<file path="config.mk">
export PLATFORM = sky130hd
export DESIGN_NAME = c_punctuator_tokenizer
export DESIGN_NICKNAME = d
export VERILOG_FILES = /design/src/cpt_pkg.sv /design/src/cpt_front.sv /design/src/cpt_cmd_fifo.sv /design/src/cpt_back.sv /design/src/c_punctuator_tokenizer.sv
export SDC_FILE = /design/constraint.sdc
export NUM_CORES = 1
export LEC_CHECK = 0
export BUFFER_PORTS_ARGS = -buffer_cell sky130_fd_sc_hd__buf_4
export CORE_ASPECT_RATIO = 1.25
export CORE_MARGIN = 2
export CORE_UTILIZATION = 45
export CTS_BUF_LIST = sky130_fd_sc_hd__clkbuf_8
export DETAILED_ROUTE_END_ITERATION = 10
export GPL_TIMING_DRIVEN = 0
export PLACE_DENSITY = 0.72
export REMOVE_ABC_BUFFERS = 1
export SLEW_MARGIN = 20
export SYNTH_ARGS = -nofsm -noshare
export SYNTH_HDL_FRONTEND = slang
export SYNTH_SLANG_ARGS = --single-unit
</file>
<file path="constraint.sdc">
create_clock -name clk -period 4.8 [get_ports clk]
set_clock_uncertainty 0.2 [all_clocks]
set_input_delay 0.24 -clock clk [delete_from_list [all_inputs] [get_ports clk]]
set_output_delay 0.24 -clock clk [all_outputs]
set_load 0.02 [all_outputs]
</file>
<file path="src/cpt_pkg.sv">
`timescale 1ns / 1ps
package cpt_pkg;

  localparam int TOKEN_COUNT_WIDTH = 24;
  localparam int LINE_COUNT_WIDTH  = 20;
  localparam int CMD_DEPTH         = 4;
  localparam int CMD_PTR_WIDTH     = $clog2(CMD_DEPTH);
  localparam int CMD_CNT_WIDTH     = $clog2(CMD_DEPTH + 1);

  typedef logic [1:0] kind_t;
  typedef logic [5:0] code_t;

  localparam kind_t KIND_TOKEN = 2'd0;
  localparam kind_t KIND_ERROR = 2'd1;
  localparam kind_t KIND_END   = 2'd2;

  localparam code_t PC_LBRACK  = 6'd0;
  localparam code_t PC_RBRACK  = 6'd1;
  localparam code_t PC_LPAREN  = 6'd2;
  localparam code_t PC_RPAREN  = 6'd3;
  localparam code_t PC_LBRACE  = 6'd4;
  localparam code_t PC_RBRACE  = 6'd5;
  localparam code_t PC_QUEST   = 6'd6;
  localparam code_t PC_COLON   = 6'd7;
  localparam code_t PC_SEMI    = 6'd8;
  localparam code_t PC_COMMA   = 6'd9;
  localparam code_t PC_TILDE   = 6'd10;
  localparam code_t PC_PLUS    = 6'd11;
  localparam code_t PC_AMP     = 6'd12;
  localparam code_t PC_PIPE    = 6'd13;
  localparam code_t PC_LT      = 6'd14;
  localparam code_t PC_GT      = 6'd15;
  localparam code_t PC_MINUS   = 6'd16;
  localparam code_t PC_NOT     = 6'd17;
  localparam code_t PC_ASSIGN  = 6'd18;
  localparam code_t PC_STAR    = 6'd19;
  localparam code_t PC_SLASH   = 6'd20;
  localparam code_t PC_PERCENT = 6'd21;
  localparam code_t PC_CARET   = 6'd22;
  localparam code_t PC_INC     = 6'd23;
  localparam code_t PC_ADD_EQ  = 6'd24;
  localparam code_t PC_LAND    = 6'd25;
  localparam code_t PC_AND_EQ  = 6'd26;
  localparam code_t PC_LOR     = 6'd27;
  localparam code_t PC_OR_EQ   = 6'd28;
  localparam code_t PC_LE      = 6'd29;
  localparam code_t PC_SHL     = 6'd30;
  localparam code_t PC_GE      = 6'd31;
  localparam code_t PC_SHR     = 6'd32;
  localparam code_t PC_ARROW   = 6'd33;
  localparam code_t PC_DEC     = 6'd34;
  localparam code_t PC_SUB_EQ  = 6'd35;
  localparam code_t PC_NE      = 6'd36;
  localparam code_t PC_EQ      = 6'd37;
  localparam code_t PC_MUL_EQ  = 6'd38;
  localparam code_t PC_DIV_EQ  = 6'd39;
  localparam code_t PC_MOD_EQ  = 6'd40;
  localparam code_t PC_XOR_EQ  = 6'd41;
  localparam code_t PC_SHL_EQ  = 6'd42;
  localparam code_t PC_SHR_EQ  = 6'd43;

  typedef struct packed {
    logic  r0_valid;
    kind_t r0_kind;
    code_t r0_code;
    logic  r1_valid;
    kind_t r1_kind;
    code_t r1_code;
    logic  newline;
  } cmd_t;

endpackage

</file>
<file path="src/cpt_front.sv">
`timescale 1ns / 1ps
module cpt_front (
  input  logic          clk,
  input  logic          rst,
  input  logic [7:0]    ch,
  input  logic          push,
  input  logic          fifo_full,
  output logic          full,
  output logic          cmd_wr,
  output cpt_pkg::cmd_t cmd
);
  import cpt_pkg::*;

  typedef enum logic [7:0] {
    MODE_IDLE  = 8'b0000_0001,
    MODE_PLUS  = 8'b0000_0010,
    MODE_AMP   = 8'b0000_0100,
    MODE_PIPE  = 8'b0000_1000,
    MODE_LT    = 8'b0001_0000,
    MODE_GT    = 8'b0010_0000,
    MODE_MINUS = 8'b0100_0000,
    MODE_EQ    = 8'b1000_0000
  } mode_t;

  typedef struct packed {
    logic  res;
    kind_t kind;
    code_t code;
    mode_t mode;
    code_t pend;
    logic  newline;
    logic  halt;
  } idle_t;

  mode_t mode, mode_next;
  code_t pend, pend_next;
  logic  halted, halted_next;
  logic  accept;
  logic  done_v;
  code_t done_c;
  idle_t idle_r;

  function automatic idle_t handle_idle(input logic [7:0] c);
    idle_t r;
    r = '{res: 1'b0, kind: KIND_TOKEN, code: '0, mode: MODE_IDLE, pend: '0,
          newline: 1'b0, halt: 1'b0};
    case (c)
      8'h00: begin
        r.res = 1'b1; r.kind = KIND_END; r.halt = 1'b1;
      end
      "[": begin r.res = 1'b1; r.code = PC_LBRACK; end
      "]": begin r.res = 1'b1; r.code = PC_RBRACK; end
      "(": begin r.res = 1'b1; r.code = PC_LPAREN; end
      ")": begin r.res = 1'b1; r.code = PC_RPAREN; end
      "{": begin r.res = 1'b1; r.code = PC_LBRACE; end
      "}": begin r.res = 1'b1; r.code = PC_RBRACE; end
      "?": begin r.res = 1'b1; r.code = PC_QUEST; end
      ":": begin r.res = 1'b1; r.code = PC_COLON; end
      ";": begin r.res = 1'b1; r.code = PC_SEMI; end
      ",": begin r.res = 1'b1; r.code = PC_COMMA; end
      "~": begin r.res = 1'b1; r.code = PC_TILDE; end
      "+": begin r.mode = MODE_PLUS;  r.pend = PC_PLUS; end
      "&": begin r.mode = MODE_AMP;   r.pend = PC_AMP; end
      "|": begin r.mode = MODE_PIPE;  r.pend = PC_PIPE; end
      "<": begin r.mode = MODE_LT;    r.pend = PC_LT; end
      ">": begin r.mode = MODE_GT;    r.pend = PC_GT; end
      "-": begin r.mode = MODE_MINUS; r.pend = PC_MINUS; end
      "!": begin r.mode = MODE_EQ;    r.pend = PC_NOT; end
      "=": begin r.mode = MODE_EQ;    r.pend = PC_ASSIGN; end
      "*": begin r.mode = MODE_EQ;    r.pend = PC_STAR; end
      "/": begin r.mode = MODE_EQ;    r.pend = PC_SLASH; end
      "%": begin r.mode = MODE_EQ;    r.pend = PC_PERCENT; end
      "^": begin r.mode = MODE_EQ;    r.pend = PC_CARET; end
      " ", "\t": begin
        r.res = 1'b0;
      end
      "\n": begin
        r.newline = 1'b1;
      end
      default: begin
        if (!((c >= "a" && c <= "z") || (c >= "A" && c <= "Z"))) begin
          r.res  = 1'b1;
          r.kind = KIND_ERROR;
          r.halt = 1'b1;
        end
      end
    endcase
    return r;
  endfunction

  function automatic code_t eq_form(input code_t p);
    code_t r;
    r = p;
    case (p)
      PC_NOT:     r = PC_NE;
      PC_ASSIGN:  r = PC_EQ;
      PC_STAR:    r = PC_MUL_EQ;
      PC_SLASH:   r = PC_DIV_EQ;
      PC_PERCENT: r = PC_MOD_EQ;
      PC_CARET:   r = PC_XOR_EQ;
      PC_SHL:     r = PC_SHL_EQ;
      PC_SHR:     r = PC_SHR_EQ;
      default:    r = p;
    endcase
    return r;
  endfunction

  assign full   = fifo_full;
  assign accept = push && !fifo_full;
  assign cmd_wr = accept && (cmd.r0_valid || cmd.newline);

  always_comb begin
    idle_r      = handle_idle(ch);
    cmd         = '0;
    mode_next   = mode;
    pend_next   = pend;
    halted_next = halted;
    done_v      = 1'b0;
    done_c      = '0;

    unique case (mode)
      MODE_IDLE: begin
        done_v = 1'b0;
      end
      MODE_PLUS: begin
        if (ch == "+") begin done_v = 1'b1; done_c = PC_INC; end
        else if (ch == "=") begin done_v = 1'b1; done_c = PC_ADD_EQ; end
      end
      MODE_AMP: begin
        if (ch == "&") begin done_v = 1'b1; done_c = PC_LAND; end
        else if (ch == "=") begin done_v = 1'b1; done_c = PC_AND_EQ; end
      end
      MODE_PIPE: begin
        if (ch == "|") begin done_v = 1'b1; done_c = PC_LOR; end
        else if (ch == "=") begin done_v = 1'b1; done_c = PC_OR_EQ; end
      end
      MODE_LT: begin
        if (ch == "=") begin done_v = 1'b1; done_c = PC_LE; end
      end
      MODE_GT: begin
        if (ch == "=") begin done_v = 1'b1; done_c = PC_GE; end
      end
      MODE_MINUS: begin
        if (ch == ">") begin done_v = 1'b1; done_c = PC_ARROW; end
        else if (ch == "-") begin done_v = 1'b1; done_c = PC_DEC; end
        else if (ch == "=") begin done_v = 1'b1; done_c = PC_SUB_EQ; end
      end
      MODE_EQ: begin
        if (ch == "=") begin done_v = 1'b1; done_c = eq_form(pend); end
      end
      default: begin
        done_v = 1'b0;
      end
    endcase

    if (!halted) begin
      if (mode == MODE_IDLE) begin
        cmd.r0_valid = idle_r.res;
        cmd.r0_kind  = idle_r.kind;
        cmd.r0_code  = idle_r.code;
        cmd.newline  = idle_r.newline;
        mode_next    = idle_r.mode;
        pend_next    = idle_r.pend;
        halted_next  = idle_r.halt;
      end else if ((mode == MODE_LT && ch == "<") || (mode == MODE_GT && ch == ">")) begin
        mode_next = MODE_EQ;
        pend_next = (mode == MODE_LT) ? PC_SHL : PC_SHR;
      end else if (done_v) begin
        cmd.r0_valid = 1'b1;
        cmd.r0_kind  = KIND_TOKEN;
        cmd.r0_code  = done_c;
        mode_next    = MODE_IDLE;
        pend_next    = '0;
      end else begin
        // flush the pending operator, then treat the byte as new
        cmd.r0_valid = 1'b1;
        cmd.r0_kind  = KIND_TOKEN;
        cmd.r0_code  = pend;
        cmd.r1_valid = idle_r.res;
        cmd.r1_kind  = idle_r.kind;
        cmd.r1_code  = idle_r.code;
        cmd.newline  = idle_r.newline;
        mode_next    = idle_r.mode;
        pend_next    = idle_r.pend;
        halted_next  = idle_r.halt;
      end
    end
  end

  always_ff @(posedge clk) begin
    if (rst) begin
      mode   <= MODE_IDLE;
      pend   <= '0;
      halted <= 1'b0;
    end else if (accept) begin
      mode   <= mode_next;
      pend   <= pend_next;
      halted <= halted_next;
    end
  end

  a_halt_holds: assert property (@(posedge clk) disable iff (rst) halted |=> halted)
    else $error("halted dropped without reset");
  a_halt_idle: assert property (@(posedge clk) disable iff (rst)
    halted |-> (mode == MODE_IDLE))
    else $error("pending operator while halted");
  a_second_needs_first: assert property (@(posedge clk) disable iff (rst)
    cmd_wr |-> (!cmd.r1_valid || cmd.r0_valid))
    else $error("second result without first");

endmodule

</file>
<file path="src/cpt_cmd_fifo.sv">
`timescale 1ns / 1ps
module cpt_cmd_fifo (
  input  logic          clk,
  input  logic          rst,
  input  logic          wr,
  input  cpt_pkg::cmd_t wr_data,
  input  logic          rd,
  output logic          fifo_full,
  output logic          head_valid,
  output cpt_pkg::cmd_t head
);
  import cpt_pkg::*;

  cmd_t                     entries [CMD_DEPTH];
  logic [CMD_PTR_WIDTH-1:0] wr_ptr;
  logic [CMD_PTR_WIDTH-1:0] rd_ptr;
  logic [CMD_CNT_WIDTH-1:0] count;
  logic                     do_wr;
  logic                     do_rd;

  assign fifo_full  = (count == CMD_CNT_WIDTH'(CMD_DEPTH));
  assign head_valid = (count != '0);
  assign head       = entries[rd_ptr];
  assign do_wr      = wr && !fifo_full;
  assign do_rd      = rd && head_valid;

  always_ff @(posedge clk) begin
    if (do_wr) begin
      entries[wr_ptr] <= wr_data;
    end
  end

  always_ff @(posedge clk) begin
    if (rst) begin
      wr_ptr <= '0;
      rd_ptr <= '0;
      count  <= '0;
    end else begin
      if (do_wr) begin
        wr_ptr <= wr_ptr + CMD_PTR_WIDTH'(1);
      end
      if (do_rd) begin
        rd_ptr <= rd_ptr + CMD_PTR_WIDTH'(1);
      end
      if (do_wr && !do_rd) begin
        count <= count + CMD_CNT_WIDTH'(1);
      end else if (do_rd && !do_wr) begin
        count <= count - CMD_CNT_WIDTH'(1);
      end
    end
  end

  a_count_bound: assert property (@(posedge clk) disable iff (rst)
    count <= CMD_CNT_WIDTH'(CMD_DEPTH))
    else $error("command queue count out of range");

endmodule

</file>
<file path="src/cpt_back.sv">
`timescale 1ns / 1ps
module cpt_back (
  input  logic                                  clk,
  input  logic                                  rst,
  input  logic                                  head_valid,
  input  cpt_pkg::cmd_t                         head,
  output logic                                  cmd_rd,
  input  logic                                  pop,
  output logic                                  empty,
  output logic [1:0]                            kind,
  output logic [5:0]                            punct_code,
  output logic [cpt_pkg::TOKEN_COUNT_WIDTH-1:0] token_number,
  output logic [cpt_pkg::LINE_COUNT_WIDTH-1:0]  line_number,
  output logic                                  last
);
  import cpt_pkg::*;

  logic                         out_valid;
  logic                         phase;
  logic [TOKEN_COUNT_WIDTH-1:0] token_count;
  logic [LINE_COUNT_WIDTH-1:0]  line_count;
  logic                         has_res;
  logic                         load;
  logic                         slot_last;
  kind_t                        slot_kind;
  code_t                        slot_code;
  logic                         skip;

  assign has_res   = head.r0_valid;
  assign load      = head_valid && has_res && (!out_valid || pop);
  assign skip      = head_valid && !has_res;
  assign slot_last = phase || !head.r1_valid;
  assign slot_kind = phase ? head.r1_kind : head.r0_kind;
  assign slot_code = phase ? head.r1_code : head.r0_code;
  assign cmd_rd    = skip || (load && slot_last);
  assign empty     = !out_valid;

  always_ff @(posedge clk) begin
    if (load) begin
      kind         <= slot_kind;
      punct_code   <= slot_code;
      token_number <= token_count;
      line_number  <= line_count;
      last         <= slot_last;
    end
  end

  always_ff @(posedge clk) begin
    if (rst) begin
      out_valid   <= 1'b0;
      phase       <= 1'b0;
      token_count <= TOKEN_COUNT_WIDTH'(1);
      line_count  <= LINE_COUNT_WIDTH'(1);
    end else begin
      if (load) begin
        out_valid <= 1'b1;
      end else if (pop) begin
        out_valid <= 1'b0;
      end
      if (load) begin
        phase <= !slot_last;
      end
      // saturate at all ones
      if (load && slot_kind == KIND_TOKEN && token_count != '1) begin
        token_count <= token_count + TOKEN_COUNT_WIDTH'(1);
      end
      if (cmd_rd && head.newline && line_count != '1) begin
        line_count <= line_count + LINE_COUNT_WIDTH'(1);
      end
    end
  end

  a_phase_second: assert property (@(posedge clk) disable iff (rst)
    phase |-> (head_valid && head.r1_valid))
    else $error("second slot selected without a second result");
  a_token_mono: assert property (@(posedge clk) disable iff (rst)
    !$past(rst) |-> (token_count >= $past(token_count)))
    else $error("token count went backward");

endmodule

</file>
<file path="src/c_punctuator_tokenizer.sv">
`timescale 1ns / 1ps
// C punctuator tokenizer.
// Input queue: drive ch and push; a word is taken on a clock edge with push
// high and full low. Result queue: while empty is low the oldest result word
// sits on kind, punct_code, token_number, line_number and last; pop high
// takes it.
// The front scanner classifies each word in the cycle it is taken and writes
// a command to a four-entry queue; the back end keeps the token and line
// counters and emits results through one output register.
// A word's command is written to the command queue; its results are then
// loaded into the output register. Throughput: one word per cycle while full
// is low; a word that flushes a pending operator and makes a second result
// loads the single output register twice, one result per cycle while popped.
// Reset clears the scanner, empties both queues and sets both counters to 1.
// After an error or end result the block takes and drops every word until
// reset. When the receiver stalls, results hold, the command queue fills and
// full rises after four more commands.
module c_punctuator_tokenizer (
  input  logic                                  clk,
  input  logic                                  rst,
  input  logic [7:0]                            ch,
  input  logic                                  push,
  output logic                                  full,
  output logic                                  empty,
  input  logic                                  pop,
  output logic [1:0]                            kind,
  output logic [5:0]                            punct_code,
  output logic [cpt_pkg::TOKEN_COUNT_WIDTH-1:0] token_number,
  output logic [cpt_pkg::LINE_COUNT_WIDTH-1:0]  line_number,
  output logic                                  last
);
  import cpt_pkg::*;

  cmd_t cmd;
  cmd_t head;
  logic cmd_wr;
  logic cmd_rd;
  logic fifo_full;
  logic head_valid;

  cpt_front u_front (
    .clk       (clk),
    .rst       (rst),
    .ch        (ch),
    .push      (push),
    .fifo_full (fifo_full),
    .full      (full),
    .cmd_wr    (cmd_wr),
    .cmd       (cmd)
  );

  cpt_cmd_fifo u_fifo (
    .clk        (clk),
    .rst        (rst),
    .wr         (cmd_wr),
    .wr_data    (cmd),
    .rd         (cmd_rd),
    .fifo_full  (fifo_full),
    .head_valid (head_valid),
    .head       (head)
  );

  cpt_back u_back (
    .clk          (clk),
    .rst          (rst),
    .head_valid   (head_valid),
    .head         (head),
    .cmd_rd       (cmd_rd),
    .pop          (pop),
    .empty        (empty),
    .kind         (kind),
    .punct_code   (punct_code),
    .token_number (token_number),
    .line_number  (line_number),
    .last         (last)
  );

endmodule
</file>
==> results of run 1 <==
## power by group
part           switching [W]  total (W)  internal [W]
Combinational       0.000711    0.00123      0.000524
Sequential          0.000153    0.00224       0.00208
Clock               0.000612    0.00105      0.000439
Total                0.00148    0.00452       0.00305
## worst paths after layout
kind | from | cells after the start | endpoint | slack [ns]
hold / removal | ch[6] | 4 | u_front.mode[2]$_SDFFE_PP0P_ | 0.04
setup reg to reg | u_front.mode[4]$_SDFFE_PP0P_ | 10 | u_fifo.count[2]$_SDFFE_PP0P_ | 1.06
hold reg to reg | u_back.token_count[23]$_SDFFE_PP0P_ | 0 | u_back.token_number[23]$_DFFE_PP_ | 0.28
setup / recovery | u_front.mode[4]$_SDFFE_PP0P_ | 10 | u_fifo.count[2]$_SDFFE_PP0P_ | 1.06
## metrics by stage
stage,setup WS (ns),instance area [um2]
final,1.06,9980
after global routing,0.590,9980
after CTS,0.780,9980
after detailed placement,0.816,9550
after global placement,-0.838,9490
after floorplan,0.336,8660
## flip-flops by register name, indices dropped and copies added, names as in the netlist, 3 cells and up, named ones only
signal / cells
u_fifo.entries: 68
u_back.token_count: 24
u_back.token_number: 24
u_back.line_count: 20
u_back.line_number: 20
u_front.mode: 8
u_back.punct_code: 6
u_front.pend: 6
u_fifo.count: 3
## worst register-to-register path, cell delays in order (launching register included)
cell	delay, ns
dfxtp_1	0.39
nor4_1	0.81
nand4_1	0.56
nor2_1	0.22
a31o_2	0.26
ha_1	0.20
inv_1	0.06
fa_1	0.37
xor2_1	0.15
or3_1	0.30
a21oi_1	0.15
## placed cells by master (no fill, tap or decap), types with 7 or more instances in the layout
cell type	instances
nor3b_1	12
xor2_1	24
dfxtp_1	69
a21oi_1	25
nor2_1	84
nand3_1	31
nand4_1	21
nand2_1	38
nor3_1	27
buf_4	66
o21ai_0	15
nand3b_1	10
a31oi_1	10
mux4_2	13
xnor2_1	20
inv_1	20
or3_1	7
nor4_1	7
and4_1	8
o22ai_1	9
nor2b_1	16
clkbuf_8	17
edfxtp_1	121
and2_1	10
nand2b_1	13
ha_1	7
and3_1	16
## layer usage
layer	wire length, um	up-vias	global-route usage
met5	0	-	0
met4	361	0	0.0642
met3	603	29	0.0280
met2	8640	149	0.292
met1	7450	2887	0.215
li1	-	2986	-
## cells by family after synthesis
family / share of synthesized area
xor gates and xnor gates: 0.0437
and+or+nand+nor: 0.201
buffers and inverters: 0.0272
DFF: 0.571
muxes: 0.0623
AOI/OAI and AO/OA: 0.0835
adders and majority gates: 0.0122
## cell type report
cell class                 count  area [um2]
clock buffer                  17         234
clock inverter                15         169
tap                          265         332
sequential                   191        5040
timing repair buffer          71         581
fill                        1632        9350
inverter                      20        75.1
multi-input combinational    517        3560
## repair_timing
item	4_1_cts	5_1_grt
resized for setup	0	0
hold endpoints to repair	3	0
hold buffers	3	0
==> out/metrics.cfg, run 1 <==
[floorplanning]
rows = 57
die_w_um = 129
die_h_um = 161
die-area_um2 = 20800
start_util = 0.457
io_pins = 67
core_area_um2 = 19300

[drt]
route.detailed.drc = 0
routed_via_density = 5.52
ant_nets = 0
wl_mm = 17.1
drtPass1Iterations = 5
drtIter0Drc = 479
vias = 6051
avgRoutedWirePerCell_um = 15.6

[cells_and_area]
fin_nets = 838
drive_gt1_frac = 0.162
fin_util = 0.516
n_antenna_cell = 0
area_growth_pct = 13.1
layoutNonFillerInstCount = 1096

[setup_path]
crit_slowest_cell = nor4_1
cp.arrival_ns = 3.92
crit_family = simple AND/OR/NAND/NOR gates
critPathMaxStageDelay_ns = 0.81
cp_max_fo = 8
required_ns = 4.98
crit_buf_inv = 1
endpoint_kind = flop
crit_chain = nor4_1 > nand4_1 > nor2_1 > a31o_2 > ha_1 > inv_1 > fa_1 > xor2_1 > or3_1 > a21oi_1
worstSetupPathType = flop to flop
cp-start-kind = flop

[placement]
dp_hpwl_mm = 11.8
gp_congestion = 0.925
place.port_buffers = 66
place_inst = 1061

[clocking]
cts_buffers = 17
clockBufferDepth = 2
cts_setup_buffers = 0
htreeDepth = 4
root_buffer = clkbuf_8
worst_skew_pair.late_latency_ns = 0.46
clkTransAtPathRegs_ns = 0.11
cts_sinks = 191
cts_tree = done

[sta]
hold-worst-slack_ns = 0.0416
finalHoldViolCount = 0
tightest_slew_ns = 1.05
fin_tns_setup_ns = 0
grt_setup_unrepaired = false
slew_violations = 0
max-slew-margin-rel = 0.296
final.period_utilization = 0.779
fin_crit_ns = 3.74
fmaxAchievable_ghz = 0.267
setup_viol = 0

[yosys]
synth_ff_type = edfxtp_1
ys_ff_latch = 191
synth_cells = 768
ys_types = 69
synth_top_area_frac = 0.412
yosysMostFrequentCell = edfxtp_1
synth_edf_count = 121
syn_avg_cell_area_um2 = 11.5
syn-cell-area_um2 = 8820
async_reset_ff_frac = 0
synth_commonest_cells = edfxtp_1, nor2_1, dfxtp_1
synth_area_leader_cell = edfxtp_1
ys_seq_area_frac = 0.571
yosys-top-cells-area = edfxtp_1, dfxtp_1, nor2_1
ys_warn_count = 0

[min_path]
hold_class = input pin to flop

[job]
drv_cap = 0

[grt]
antenna_found_initial = 0
grt_max_degree = 79
grt_use_total = 0.170
grt_pass1_wl_mm = 28.3
grt_pass1_vias = 5809
overflow = 0

[pwr]
power_density_nw_per_um2 = 453
ir_worst_vdd_v = 0.000223
total_power_w = 0.00452
p_leak_nw = 3.45

[status]
status = complete, no violations

No activity file was read; power rests on OpenSTA's default activity.
==> inputs of run 2 (changes only) <==
- PLACE_DENSITY: 0.72 -> 0.74
- clock period: 4.8 -> 3 ns (I/O delays scaled with it)
==> out/metrics.cfg, run 2 (synthesis gave the netlist of run 1 again) <==
[setup_path]
cp.arrival_ns = 3.07  ; -0.85 ns
critPathMaxStageDelay_ns = 0.57  ; -0.24 ns
crit_slowest_cell = mux4_1
cp_max_fo = 8  ; unchanged
crit_chain = mux4_1 > mux2_2 > or4_4 > nor3_4 > buf_4 > nand4_1 > mux2_1
endpoint_kind = flop
cp-start-kind = flop
worstSetupPathType = flop to flop
required_ns = 3.14  ; -1.84 ns

[sta]
fmaxAchievable_ghz = 0.341  ; +28%
tightest_slew_ns = 0.871  ; -0.183 ns
final.period_utilization = 0.977  ; +0.198
max-slew-margin-rel = 0.416  ; +0.120
hold-worst-slack_ns = 0.0503  ; +0.00867 ns
finalHoldViolCount = 0  ; unchanged
slew_violations = 0  ; unchanged
fin_crit_ns = 2.93  ; -0.808 ns
setup_viol = 0  ; unchanged

[cells_and_area]
largest-register = u_fifo.entries
area_growth_pct = 16.4
multi_input_area_um2 = 3680  ; +3.6%
n_antenna_cell = 0  ; unchanged
fin_nets = 861  ; +2.7%
nFillCells = 1603  ; -1.8%
largest_reg_flops = 68  ; unchanged
drive_gt1_frac = 0.207  ; +0.0448
fin_util = 0.532  ; +0.0151
layout_commonest_cell = edfxtp_1
final_cell_mix = edfxtp_1, buf_4, nor2_1
reg_top3 = u_fifo.entries (68), u_back.token_count (24), u_back.token_number (24)
register_area_um2 = 5050  ; +0.30%

[floorplanning]
io_pins = 67  ; unchanged
rows = 57  ; unchanged
die_w_um = 129  ; unchanged
start_util = 0.457  ; unchanged
core_area_um2 = 19300  ; unchanged
die_h_um = 161  ; unchanged
die-area_um2 = 20800  ; unchanged

[clocking]
htreeDepth = 4  ; unchanged
worst_skew_pair.late_latency_ns = 0.45  ; about the same
root_buffer = clkbuf_8
clkTransAtPathRegs_ns = 0.10  ; about the same
cts_sinks = 191  ; unchanged
cts_buffers = 17  ; unchanged
cts_tree = done
clockBufferDepth = 2  ; unchanged

[grt]
grt_pass1_vias = 5699  ; -1.9%
antenna_found_initial = 0  ; unchanged
grt_use_total = 0.168  ; -0.00184
overflow = 0  ; unchanged
grt_max_degree = 79  ; unchanged
grt_pass1_wl_mm = 28.0  ; -0.86%

[pwr]
p_switching_w = 0.00244  ; +65%
power_density_nw_per_um2 = 716  ; +58%
pwr-share-clk = 0.217  ; -0.016
p_seq_frac = 0.484  ; -0.011
total_power_w = 0.00735  ; +63%
p_leak_nw = 3.58  ; +4.0%
netSwitchingFraction = 0.332  ; +0.00592
combPwrFrac = 0.298  ; +0.025
p_int_w = 0.00491  ; +61%
ir_worst_vdd_v = 0.000423  ; +90%

[drt]
vias = 6224  ; +2.9%
wl_mm = 17.6  ; +3.1%
ant_nets = 0  ; unchanged
drtIter0Drc = 432  ; -9.8%
routed_via_density = 5.56  ; +0.74%
drtPass1Iterations = 5  ; unchanged
avgRoutedWirePerCell_um = 15.7  ; +0.95%
route.detailed.drc = 0  ; unchanged

[min_path]
min_from = ch[3]
hold_class = input pin to flop

[placement]
place.port_buffers = 66  ; unchanged
dp_hpwl_mm = 11.8  ; about the same
gp_congestion = 0.930  ; +0.55%

[job]
drv_cap = 0  ; unchanged

[status]
status = complete, no violations

[run 2: power groups by stage]
stage / Combinational [W] / Sequential [W] / Clock, W
after floorplan: 0.000948 / 0.00391 / 0
final: 0.00219 / 0.00356 / 0.00160
after CTS: 0.00207 / 0.00356 / 0.00164
after detailed placement: 0.00199 / 0.00364 / 0
after global placement: 0.00184 / 0.00367 / 0
after global routing: 0.00238 / 0.00361 / 0.00172
[run 2: final cells by class]
class                           instances  area share
Sequential cell                       191       0.492
Multi-Input combinational cell        518       0.359
Timing Repair Buffer                   93      0.0731
Tap cell                              265      0.0323
Clock buffer                           17      0.0228
Clock inverter                         15      0.0144
Inverter                               20     0.00731
[run 2: worst paths after layout]
path | endpoint | slack, ns | cells after the start
worst max register to register | u_back.token_count[21]$_SDFFE_PP0P_ | 0.07 | 7
worst max-delay path | u_back.token_count[21]$_SDFFE_PP0P_ | 0.07 | 7
worst min-delay path | u_front.mode[5]$_SDFFE_PP0P_ | 0.05 | 3
worst min register to register | u_back.line_number[14]$_DFFE_PP_ | 0.28 | 0
[run 2: metrics by stage]
step | setup WS [ns] | std cells | TNS (ns) | instance area [um2]
finish | 0.0680 | 1119 | 0 | 10300
global route | -0.0127 | 1119 | -0.0241 | 10300
CTS | 0.000931 | 1106 | 0 | 10100
detailed placement | -0.969 | 1061 | -88.81 | 9550
global placement | -2.62 | 1059 | -206.61 | 9490
floorplan | -1.46 | 728 | -75.95 | 8660
[run 2: routing by layer]
| layer | wire (um) | share of wire | GRT usage | vias to the layer above |
|---|---|---|---|---|
| met5 | 0 | 0 | 0 | - |
| met4 | 384 | 0.022 | 0.0623 | 0 |
| met3 | 646 | 0.037 | 0.0333 | 32 |
| li1 | - | - | - | 3042 |
| met2 | 9020 | 0.51 | 0.290 | 162 |
| met1 | 7530 | 0.43 | 0.208 | 2988 |
[run 2: critical path, delay by kind of cell, from the launching register on]
kind,cells,cell delay (ns)
buf+inv,1,0.17
flops,1,0.42
simple gates,3,0.81
mux,3,1.22
[run 2: what timing repair did]
action	4_1_cts	5_1_grt
hold buffers	5	0
buffers inserted	8	12
hold endpoints to repair	4	0
endpoints found under the setup margin	180	62
gates cloned	0	1
pin swaps	3	6
gates resized for setup	9	23
==> inputs of run 3 (changes only) <==
- ABC_AREA: default -> 1
==> out/metrics.cfg, run 3 <==
[setup_path]
cp.arrival_ns = 2.95  ; -0.12 ns
crit_slowest_cell = fa_1
endpoint_kind = flop
required_ns = 3.15  ; about the same
regToRegSetupSlack_ns = 0.20  ; +0.14 ns
crit_chain = inv_6 > nand2_1 > nand3_1 > nand3_2 > a21oi_4 > buf_16 > nand2_1 > nand2_2 > inv_1 > ha_1 > inv_1 > fa_1 > o21ai_0 > a21oi_1
cp_max_fo = 34  ; +26
worstSetupPathType = flop to flop
crit_buf_inv = 4  ; +3
crit_family = adder cells
critPathMaxStageDelay_ns = 0.42  ; -0.15 ns
cp-start-kind = flop

[grt]
grt_pass1_vias = 6961  ; +22%
overflow = 0  ; unchanged
grt_pass1_wl_mm = 32.7  ; +16%
grt_max_degree = 44  ; -44%
grt_use_total = 0.185  ; +0.0170
antenna_found_initial = 0  ; unchanged

[pwr]
combPwrFrac = 0.324  ; +0.026
ir_worst_vdd_v = 0.000420  ; -0.63%
p_seq_frac = 0.456  ; -0.028
pwr-share-clk = 0.220  ; +0.003
power_density_nw_per_um2 = 742  ; +3.7%
total_power_w = 0.00794  ; +8.0%
p_int_w = 0.00509  ; +3.6%
p_switching_w = 0.00285  ; +17%
p_leak_nw = 4.15  ; +16%
netSwitchingFraction = 0.359  ; +0.0272

[floorplanning]
start_util = 0.454  ; -0.00272
die-area_um2 = 22000  ; +6.1%
rows = 59  ; +3.5%
die_w_um = 133  ; +3.0%
core_area_um2 = 20700  ; +6.9%
io_pins = 67  ; unchanged
die_h_um = 165  ; +3.0%

[clocking]
root_buffer = clkbuf_8
cts_buffers = 17  ; unchanged
cts_sinks = 191  ; unchanged
clkTransAtPathRegs_ns = 0.10  ; about the same
htreeDepth = 4  ; unchanged
cts_tree = done
clockBufferDepth = 2  ; unchanged
worst_skew_pair.late_latency_ns = 0.47  ; +0.02 ns

[drt]
route.detailed.drc = 0  ; unchanged
vias = 7391  ; +19%
avgRoutedWirePerCell_um = 13.8  ; -12%
drtPass1Iterations = 5  ; unchanged
wl_mm = 19.8  ; +13%
drtIter0Drc = 434  ; +0.46%
ant_nets = 0  ; unchanged
routed_via_density = 5.15  ; -7.4%

[yosys]
syn-cell-area_um2 = 9380  ; +6.3%
async_reset_ff_frac = 0  ; unchanged
synth_area_leader_cell = edfxtp_1
synth_commonest_cells = nand2_1, nor2_1, edfxtp_1
ys_warn_count = 0  ; unchanged
yosys-top-cells-area = edfxtp_1, dfxtp_1, nand2_1
ys_types = 50  ; -28%
ys_seq_area_frac = 0.537  ; -0.0339
yosysMostFrequentCell = nand2_1
synth_cells = 1076  ; +40%
syn_avg_cell_area_um2 = 8.72  ; -24%
synth_top_area_frac = 0.387  ; -0.0244
ys_ff_latch = 191  ; unchanged
synth_ff_type = edfxtp_1
synth_edf_count = 121  ; unchanged

[placement]
dpl_cell_area_um2 = 10100  ; +6.3%
place.port_buffers = 66  ; unchanged
dp_hpwl_mm = 14.2  ; +20%
place_inst = 1393  ; +31%
gp_congestion = 0.897  ; -3.6%

[sta]
fin_crit_ns = 2.80  ; -0.136 ns
finalHoldViolCount = 0  ; unchanged
tightest_slew_ns = 0.806  ; -0.0655 ns
fmaxAchievable_ghz = 0.358  ; +4.9%
max-slew-margin-rel = 0.462  ; +0.0466
setup_viol = 0  ; unchanged
hold-worst-slack_ns = 0.0166  ; -0.0336 ns
slew_violations = 0  ; unchanged
final.period_utilization = 0.932  ; -0.0454

[cells_and_area]
area_growth_pct = 14.1
layoutNonFillerInstCount = 1435  ; +28%
nFillCells = 1946  ; +21%
largest_reg_flops = 68  ; unchanged
reg_top3 = u_fifo.entries (68), u_back.token_count (24), u_back.token_number (24)
layout_commonest_cell = nand2_1
drive_gt1_frac = 0.167  ; -0.0402
n_antenna_cell = 0  ; unchanged
final_cell_mix = nand2_1, nor2_1, edfxtp_1
largest-register = u_fifo.entries
fin_util = 0.518  ; -0.0139
fin_nets = 1168  ; +36%
design_area_um2 = 10700  ; +4.1%

[min_path]
hold_class = input pin to flop

[status]
status = complete, no violations

[job]
drv_cap = 0  ; unchanged

run 3: cell count changes after synthesis, moves of 19 or more:
cell,before,now
nand2_1,38,235
nand3_1,31,60
nor2_1,85,172
nor3_1,27,8
a21oi_1,25,72
o21ai_0,15,50
inv_1,20,79
run 3: cells by family after synthesis:
family	count (synthesis)	share of synthesized area
AO/OA/AOI/OAI	163	0.0980
XOR/XNOR	31	0.0289
adder cells (fa/ha/maj)	8	0.0115
AND/OR/NAND/NOR	557	0.266
flip-flops	191	0.537
buffers and inverters	126	0.0590
run 3: final cells by class:
| class | count | area [um2] | area share |
|---|---|---|---|
| Clock buffer | 18 | 248 | 0.0232 |
| Clock inverter | 14 | 171 | 0.0160 |
| Inverter | 97 | 382 | 0.0357 |
| Multi-Input combinational cell | 759 | 3820 | 0.357 |
| Sequential cell | 191 | 5040 | 0.471 |
| Tap cell | 274 | 343 | 0.0320 |
| Timing Repair Buffer | 82 | 688 | 0.0643 |
run 3: per-stage QoR:
step | worst slack, ns | setup TNS (ns)
CTS | 0.0370 | 0
finish | 0.204 | 0
global route | -0.0104 | -0.0104
detailed placement | -0.811 | -31.31
global placement | -1.55 | -136.82
floorplan | -0.667 | -18.65
run 3: worst paths after layout:
path	start	end	depth (start not counted)
setup reg to reg	flop	u_fifo.count[1]$_SDFFE_PP0P_	14
hold reg to reg	u_back.line_count[18]$_SDFFE_PP0P_	u_back.line_number[18]$_DFFE_PP_	0
hold / removal	ch[0]	u_front.mode[3]$_SDFFE_PP0P_	8
setup / recovery	flop	u_fifo.count[1]$_SDFFE_PP0P_	14
run 3: timing repair:
item                                   4_1_cts  5_1_grt
pin swaps                                    0        2
setup endpoints to repair                   59       27
hold buffers                                 4        0
endpoints found under the hold margin       41        0
gates resized for setup                      4       12
buffers inserted                             2        4
run 3: tightest hold or removal path: cells and delay by family:
family / cells / cell delay (ns)
buffers and inverters: 3 / 0.21
AOI/OAI and AO/OA: 1 / 0.04
and+or+nand+nor: 4 / 0.25
run 3: power by group through the flow:
stage                     registers, W  clock network [W]  logic, W
after floorplan                0.00403                  0   0.00115
after global routing           0.00367            0.00188   0.00284
after detailed placement       0.00372                  0   0.00247
after CTS                      0.00364            0.00178   0.00255
after global placement         0.00373                  0   0.00230
final                          0.00362            0.00175   0.00257
run 3: layer usage:
layer	GRT usage	share of wire	vias up
li1	-	-	3742
met1	0.210	0.41	3411
met2	0.346	0.52	189
met3	0.0263	0.036	49
met4	0.0870	0.032	0
met5	0	0	-
